===== src/hdl/u8sd_pkg.sv =====
// ----------------------------------------------------------------------------
// UTF-8 stream decoder package
// Shared types and constants for the byte-wise UTF-8 decoder.
// ----------------------------------------------------------------------------
package u8sd_pkg;

   localparam int unsigned CpWidth   = 21;
   localparam int unsigned FifoDepth = 4;
   localparam int unsigned PtrWidth  = $clog2(FifoDepth);
   localparam int unsigned CntWidth  = $clog2(FifoDepth + 1);

   localparam logic [CpWidth-1:0] MinLen1 = 21'h000080;
   localparam logic [CpWidth-1:0] MaxLen1 = 21'h0007FF;
   localparam logic [CpWidth-1:0] MinLen2 = 21'h000800;
   localparam logic [CpWidth-1:0] MaxLen2 = 21'h00FFFF;
   localparam logic [CpWidth-1:0] MinLen3 = 21'h010000;
   localparam logic [CpWidth-1:0] MaxLen3 = 21'h10FFFF;

   localparam logic [1:0] SeqLen1 = 2'd1;
   localparam logic [1:0] SeqLen2 = 2'd2;
   localparam logic [1:0] SeqLen3 = 2'd3;

   typedef struct packed {
      logic [CpWidth-1:0] code_point;
      logic               bad_sequence;
      logic               last_of_run;
   } result_type;

endpackage


===== src/hdl/utf8_stream_decoder.sv =====
// ----------------------------------------------------------------------------
// UTF-8 stream decoder
// Flow: a byte is registered, decoded while the output queue has room and its
// results are written to the output queue, from which they are read in order.
// Throughput: one input byte per cycle; a byte that yields two results sends
// them one at a time on the single result port, and input stalls while more than
// two results wait in the 4-entry output queue.
// Reset (synchronous): closes any open sequence and empties the output queue.
// ----------------------------------------------------------------------------
module utf8_stream_decoder
   import u8sd_pkg::*;
(
   input  logic               clock,
   input  logic               reset,
   input  logic               req_valid,
   output logic               req_ready,
   input  logic [7:0]         req_in_byte,
   output logic               rsp_valid,
   input  logic               rsp_ready,
   output logic [CpWidth-1:0] rsp_code_point,
   output logic               rsp_bad_sequence,
   output logic               rsp_last_of_run
);

   logic               in_valid_ff;
   logic [7:0]         in_byte_ff;
   logic [1:0]         pending_ff, pending_in;
   logic [1:0]         len_ff, len_in;
   logic [CpWidth-1:0] partial_ff, partial_in;

   result_type         fifo_ff [FifoDepth];
   logic [PtrWidth-1:0] wr_ff, rd_ff;
   logic [CntWidth-1:0] count_ff, count_in;

   logic               advance, pop;
   logic [1:0]         n_res;
   result_type         res0, res1;

   // fresh-byte decode
   logic               f_emit, f_bad, f_open;
   logic [1:0]         f_len;
   logic [CpWidth-1:0] f_cp, f_part;

   logic [7:0]         b;
   logic [1:0]         dec_pend;
   logic [CpWidth-1:0] asm_val;
   logic [CpWidth-1:0] lo, hi;

   assign b         = in_byte_ff;
   assign advance   = in_valid_ff && (count_ff <= CntWidth'(FifoDepth - 2));
   assign req_ready = !in_valid_ff || advance;
   assign pop       = rsp_valid && rsp_ready;

   always_comb begin
      f_emit = 1'b0;
      f_bad  = 1'b0;
      f_open = 1'b0;
      f_len  = 2'd0;
      f_cp   = '0;
      f_part = '0;
      if (b[7] == 1'b0) begin
         f_emit = 1'b1;
         f_cp   = CpWidth'(b);
      end else if (b[7:5] == 3'b110) begin
         f_open = 1'b1;
         f_len  = SeqLen1;
         f_part = CpWidth'({b[4:0], 6'd0});
      end else if (b[7:4] == 4'b1110) begin
         f_open = 1'b1;
         f_len  = SeqLen2;
         f_part = CpWidth'({b[3:0], 12'd0});
      end else if (b[7:3] == 5'b11110) begin
         f_open = 1'b1;
         f_len  = SeqLen3;
         f_part = {b[2:0], 18'd0};
      end else begin
         f_emit = 1'b1;
         f_bad  = 1'b1;
      end
   end

   always_comb begin
      dec_pend = pending_ff - 2'd1;
      unique case (dec_pend)
         2'd0:    asm_val = partial_ff | CpWidth'(b[5:0]);
         2'd1:    asm_val = partial_ff | CpWidth'({b[5:0], 6'd0});
         default: asm_val = partial_ff | CpWidth'({b[5:0], 12'd0});
      endcase
      unique case (len_ff)
         SeqLen1: begin
            lo = MinLen1;
            hi = MaxLen1;
         end
         SeqLen2: begin
            lo = MinLen2;
            hi = MaxLen2;
         end
         default: begin
            lo = MinLen3;
            hi = MaxLen3;
         end
      endcase
   end

   always_comb begin
      pending_in = pending_ff;
      len_in     = len_ff;
      partial_in = partial_ff;
      n_res      = 2'd0;
      res0       = '0;
      res1       = '0;
      if (advance) begin
         if (pending_ff == 2'd0) begin
            if (f_emit) begin
               n_res = 2'd1;
               res0  = '{code_point: f_cp, bad_sequence: f_bad, last_of_run: 1'b1};
            end
            if (f_open) begin
               pending_in = f_len;
               len_in     = f_len;
               partial_in = f_part;
            end
         end else if (b[7:6] == 2'b10) begin
            pending_in = dec_pend;
            partial_in = asm_val;
            if (dec_pend == 2'd0) begin
               n_res      = 2'd1;
               len_in     = 2'd0;
               partial_in = '0;
               if (asm_val < lo || asm_val > hi) begin
                  res0 = '{code_point: '0, bad_sequence: 1'b1, last_of_run: 1'b1};
               end else begin
                  res0 = '{code_point: asm_val, bad_sequence: 1'b0, last_of_run: 1'b1};
               end
            end
         end else begin
            res0       = '{code_point: '0, bad_sequence: 1'b1, last_of_run: !f_emit};
            pending_in = 2'd0;
            len_in     = 2'd0;
            partial_in = '0;
            if (f_emit) begin
               n_res = 2'd2;
               res1  = '{code_point: f_cp, bad_sequence: f_bad, last_of_run: 1'b1};
            end else begin
               n_res = 2'd1;
            end
            if (f_open) begin
               pending_in = f_len;
               len_in     = f_len;
               partial_in = f_part;
            end
         end
      end
      count_in = count_ff + CntWidth'(n_res) - CntWidth'(pop);
   end

   always_ff @(posedge clock) begin
      if (reset) begin
         in_valid_ff <= 1'b0;
         pending_ff  <= 2'd0;
         len_ff      <= 2'd0;
         partial_ff  <= '0;
         wr_ff       <= '0;
         rd_ff       <= '0;
         count_ff    <= '0;
      end else begin
         if (req_ready) begin
            in_valid_ff <= req_valid;
         end
         pending_ff <= pending_in;
         len_ff     <= len_in;
         partial_ff <= partial_in;
         wr_ff      <= wr_ff + PtrWidth'(n_res);
         rd_ff      <= rd_ff + PtrWidth'(pop);
         count_ff   <= count_in;
      end
   end

   always_ff @(posedge clock) begin
      if (req_valid && req_ready) begin
         in_byte_ff <= req_in_byte;
      end
      if (n_res != 2'd0) begin
         fifo_ff[wr_ff] <= res0;
      end
      if (n_res == 2'd2) begin
         fifo_ff[wr_ff + PtrWidth'(1)] <= res1;
      end
   end

   assign rsp_valid        = (count_ff != '0);
   assign rsp_code_point   = fifo_ff[rd_ff].code_point;
   assign rsp_bad_sequence = fifo_ff[rd_ff].bad_sequence;
   assign rsp_last_of_run  = fifo_ff[rd_ff].last_of_run;

endmodule

===== config.mk =====
export PLATFORM = sky130hd
export DESIGN_NAME = utf8_stream_decoder
export DESIGN_NICKNAME = d
export VERILOG_FILES = /design/src/hdl/u8sd_pkg.sv /design/src/hdl/utf8_stream_decoder.sv
export SDC_FILE = /design/constraint.sdc
export NUM_CORES = 1
export LEC_CHECK = 0
export ABC_AREA = 1
export BUFFER_PORTS_ARGS = -buffer_cell sky130_fd_sc_hd__buf_4
export CAP_MARGIN = 20
export CORE_ASPECT_RATIO = 0.7
export CORE_MARGIN = 8
export CORE_UTILIZATION = 25
export DETAILED_ROUTE_END_ITERATION = 10
export MAX_ROUTING_LAYER = met4
export PLACE_DENSITY = 0.41
export SLEW_MARGIN = 20
export SYNTH_ARGS = -nofsm -noshare
export SYNTH_HDL_FRONTEND = slang
export SYNTH_SLANG_ARGS = --single-unit

===== constraint.sdc =====
create_clock -name clock -period 6.3 [get_ports clock]
set_input_delay 0.315 -clock clock [delete_from_list [all_inputs] [get_ports clock]]
set_output_delay 0.315 -clock clock [all_outputs]
set_load 0.1 [all_outputs]

==> tab_implementation.tex <==
\begin{tabular}{lr}
\hline
Metric & Value \\
\hline
\multicolumn{2}{l}{\textbf{Outcome}} \\
Result of the run & finished, final reports clean \\
\multicolumn{2}{l}{\textbf{Min path}} \\
Type of the tightest min-delay check & in2reg \\
Hold Path Sink & b[0] \\
Hold Startpoint & req\_in\_byte[0] \\
Worst hold stages & 1 \\
\multicolumn{2}{l}{\textbf{Layout}} \\
Non-filler instance count after layout & 1295 \\
Total area of multi-input combinational cells & 3260 um2 \\
Filler instances & 3028 \\
Sequential cell area in the final layout & 3100 um2 \\
Antenna diode instance count & 0 \\
Area added between synthesis and finish & 16.0\% \\
Final Util & 0.292 \\
Final nets & 942 \\
Fraction of layout instances using a drive strength above 1 & 0.145 \\
\multicolumn{2}{l}{\textbf{Placed design}} \\
Number of port buffers & 36 \\
Routability congestion estimate & 0.858 \\
Total half-perimeter wirelength after legalization and detailed placement & 15700 um \\
Pre-CTS setup slack & 2880 ps \\
Number of placed cells counting well taps & 1263 \\
\multicolumn{2}{l}{\textbf{Logic synthesis}} \\
Post-synthesis instance area & 6940 um2 \\
Count of different cell masters after synthesis & 44 \\
Proportion of register bits with asynchronous set or reset after synthesis & 0 \\
Count of synthesis-stage warnings from yosys & 0 \\
Syn\_area\_per\_cell & 7.77 um2 \\
Proportion of synthesized chip area in sequential cells & 0.447 \\
Gate Count Post-Synth & 893 \\
Mapped Nets & 924 \\
Most used flip-flop cell after synthesis & dfxtp\_1 \\
Register bit count reported by yosys & 133 \\
Count of flip-flops with a built-in enable after synthesis & 44 \\
\multicolumn{2}{l}{\textbf{STA}} \\
Post-route setup TNS & 0 ps \\
Final setup violation count & 0 \\
Slew @ Worst Pin & 975 ps \\
Worst max-slew margin expressed relative to the limit & 0.349 \\
Share of the clock period used by the worst path after layout & 0.551 \\
Number of endpoints with negative hold slack in the final report & 0 \\
F\_max & 288 MHz \\
Slew Limit Fails & 0 \\
WHS & 58.3 ps \\
Unrepaired setup endpoints after global routing & no \\
Final critical path time including I/O delays and setup & 3470 ps \\
Largest clock skew in the final design & 6.83 ps \\
Final WS setup & 2830 ps \\
\multicolumn{2}{l}{\textbf{Clock tree}} \\
Number of sinks driven by the clock tree & 133 \\
Inserted Clock Buffers & 17 \\
Latest clock arrival within the worst-skew pair & 430 ps \\
Post-cts hold buffer count & 0 \\
Clock-pin slew on the worst setup and hold paths & 60 ps \\
Deepest clock path buffer count & 2 \\
Number of post-CTS setup repair buffers & 0 \\
Number of H-tree levels & 4 \\
Cts repair resizes & 0 \\
Clock tree from TritonCTS & done \\
CTS Root Cell & clkbuf\_16 \\
\multicolumn{2}{l}{\textbf{Floorplan}} \\
Floorplan die height & 155 um \\
Floorplan row count & 51 \\
Horizontal extent of the die & 215 um \\
Die footprint & 33400 um2 \\
Top-Level Pins & 37 \\
Area of the core region & 27600 um2 \\
Initial core utilization & 0.252 \\
\multicolumn{2}{l}{\textbf{Critical path}} \\
Slowest cell delay on critical path & 680 ps \\
Cell with the biggest individual delay on the critical path & ha\_1 \\
FF-to-FF End & fifo\_ff[1][1] \\
Kind of cell with the highest combined delay on the critical path & simple AND/OR/NAND/NOR gates \\
Critical Path AT & 3660 ps \\
Kind of start point of the critical path & flop \\
Most used cell, CP & nand2\_1 \\
Setup Crit Path Kind & reg2reg \\
Cell-by-cell listing of the critical path & inv\_1 > ha\_1 > nand3\_4 > nand2\_1 > inv\_1 > ha\_1 > nand2\_1 > inv\_1 > o21ai\_0 > nand3b\_1 > nand2\_1 > nand3\_1 > nand2\_4 > nand2\_4 > inv\_6 > nand2\_2 > nand3\_1 > nand2\_1 \\
Worst-case register-to-register setup slack & 2830 ps \\
Critical path buffer and inverter count & 4 \\
Maximum fanout count along the critical path & 17 \\
Required time at the worst-slack endpoint & 6480 ps \\
Number of logic stages on the critical path including buffering & 18 \\
Category of the worst setup path capture point & flop \\
FF-to-FF path depth & 18 \\
Reg-to-reg startpoint & pending\_ff[0] \\
\multicolumn{2}{l}{\textbf{Route}} \\
Routed vias/inst & 4.68 \\
Wirelength per Cell & 17.4 um \\
Vias & 6061 \\
Number of iterations in the first detailed-routing pass & 5 \\
Number of design rule violations left after detail routing & 0 \\
Antenna viol nets, final & 0 \\
Sum of routed wire length over all layers & 22500 um \\
Number of violations reported at the end of detailed-routing iteration 0 & 655 \\
\multicolumn{2}{l}{\textbf{Flow run}} \\
Reported max-cap violation count & 0 \\
\multicolumn{2}{l}{\textbf{Power}} \\
Power density relative to cell area & 436 nW/um2 \\
Leakage power & 3.30 nW \\
Worst VDD drop & 0.183 mV \\
\multicolumn{2}{l}{\textbf{Global routing}} \\
Number of antenna violations at the first check in global routing & 0 \\
Global-route usage over all layers & 0.139 \\
Global-route wire length before repair & 34800 um \\
GRT Residual Overflow & 0 \\
Vias in the first global route & 5481 \\
Largest net degree at the start of global routing & 48 \\
\hline
\end{tabular}
-- synthesized netlist by cell type, types with 3 or more instances --
master      n  share of area
buf_2       5         0.0036
clkinv_1    3         0.0016
inv_2      14         0.0076
a21oi_1    50          0.036
nand2_2    11         0.0099
edfxtp_1   44           0.19
o21bai_1    3         0.0032
o21ai_2     6         0.0076
nand2_1   184           0.10
buf_6       5         0.0081
buf_1       4         0.0022
o22ai_1    25          0.023
nor2_1     99          0.054
nand2_4    13          0.021
nor3_1     11         0.0079
clkbuf_1   21          0.011
o21ai_1    26          0.019
inv_1      67          0.036
o21ai_0    93          0.067
nand3_4     3         0.0076
ha_1       18          0.032
a211oi_1    3         0.0032
nand3_1    62          0.045
nor2_4      6         0.0097
dfxtp_1    89           0.26
-- stage by stage --
stage          power, mW  area [um2]
6_report            3.51        8050
5_1_grt             3.70        8050
4_1_cts             3.55        8050
3_5_place_dp        2.54        7460
3_3_place_gp        2.55        7460
2_1_floorplan       2.22        6940
-- kinds of logic after synthesis --
family	after synthesis	synth area share
xor+xnor	4	0.00505
flops	133	0.447
simple gates	396	0.261
buf+inv	127	0.0822
compound gates	214	0.169
fa+ha+maj	19	0.0353
-- metal layers --
layer,share of wire,track usage,wire length (um)
met5,0,-,0
met4,0.0072,0.0294,163
met3,0.053,0.0287,1190
met2,0.37,0.170,8330
met1,0.57,0.220,12900
-- state kept, by name, indices dropped and copies added, names as in the netlist, 2 cells and up --
name        flops
rd_ff           2
len_ff          2
pending_ff      2
fifo_ff        92
wr_ff           2
count_ff        3
b               8
partial_ff     21
-- cell usage in the layout, fill, tap and decap left out, types with 6 or more instances in the layout --
| master | instances |
|---|---|
| buf_4 | 40 |
| edfxtp_1 | 44 |
| nand2_2 | 11 |
| nor2_1 | 99 |
| inv_2 | 14 |
| o22ai_1 | 25 |
| clkbuf_16 | 19 |
| o21ai_1 | 26 |
| inv_6 | 6 |
| nor2_4 | 6 |
| nand2_1 | 184 |
| o21ai_0 | 93 |
| a21oi_1 | 50 |
| ha_1 | 18 |
| o21ai_2 | 6 |
| dfxtp_1 | 89 |
| nand2_4 | 13 |
| nor3_1 | 11 |
| inv_1 | 67 |
| nand3_1 | 62 |
-- worst max path at each step --
| stage | from | end | slack (ps) |
|---|---|---|---|
| global route | pending_ff[0] | fifo_ff[1][1] | 2540 |
| finish | pending_ff[0] | fifo_ff[1][1] | 2830 |
| global placement | pending_ff[0] | fifo_ff[1][1] | 2950 |
| CTS | pending_ff[0] | fifo_ff[1][1] | 2860 |
| floorplan | pending_ff[0] | fifo_ff[1][1] | 3490 |
| detailed placement | pending_ff[0] | fifo_ff[1][1] | 2880 |
-- layout make-up --
type | instances | area share
clock buffers | 22 | 0.0630
multi-input cells | 633 | 0.406
flip-flops and latches | 133 | 0.386
clock inverters | 10 | 0.00995
repair buffers | 40 | 0.0373
inverters | 86 | 0.0410
well taps | 371 | 0.0577
-- power by group --
group / leakage, nW / internal [mW] / switching (mW)
Combinational: 1.89 / 0.314 / 1.17
Sequential: 1.13 / 0.980 / 0.0523
Clock: 0.289 / 0.579 / 0.421
Total: 3.30 / 1.87 / 1.64
Note: power is estimated with default switching activity, not from simulation.
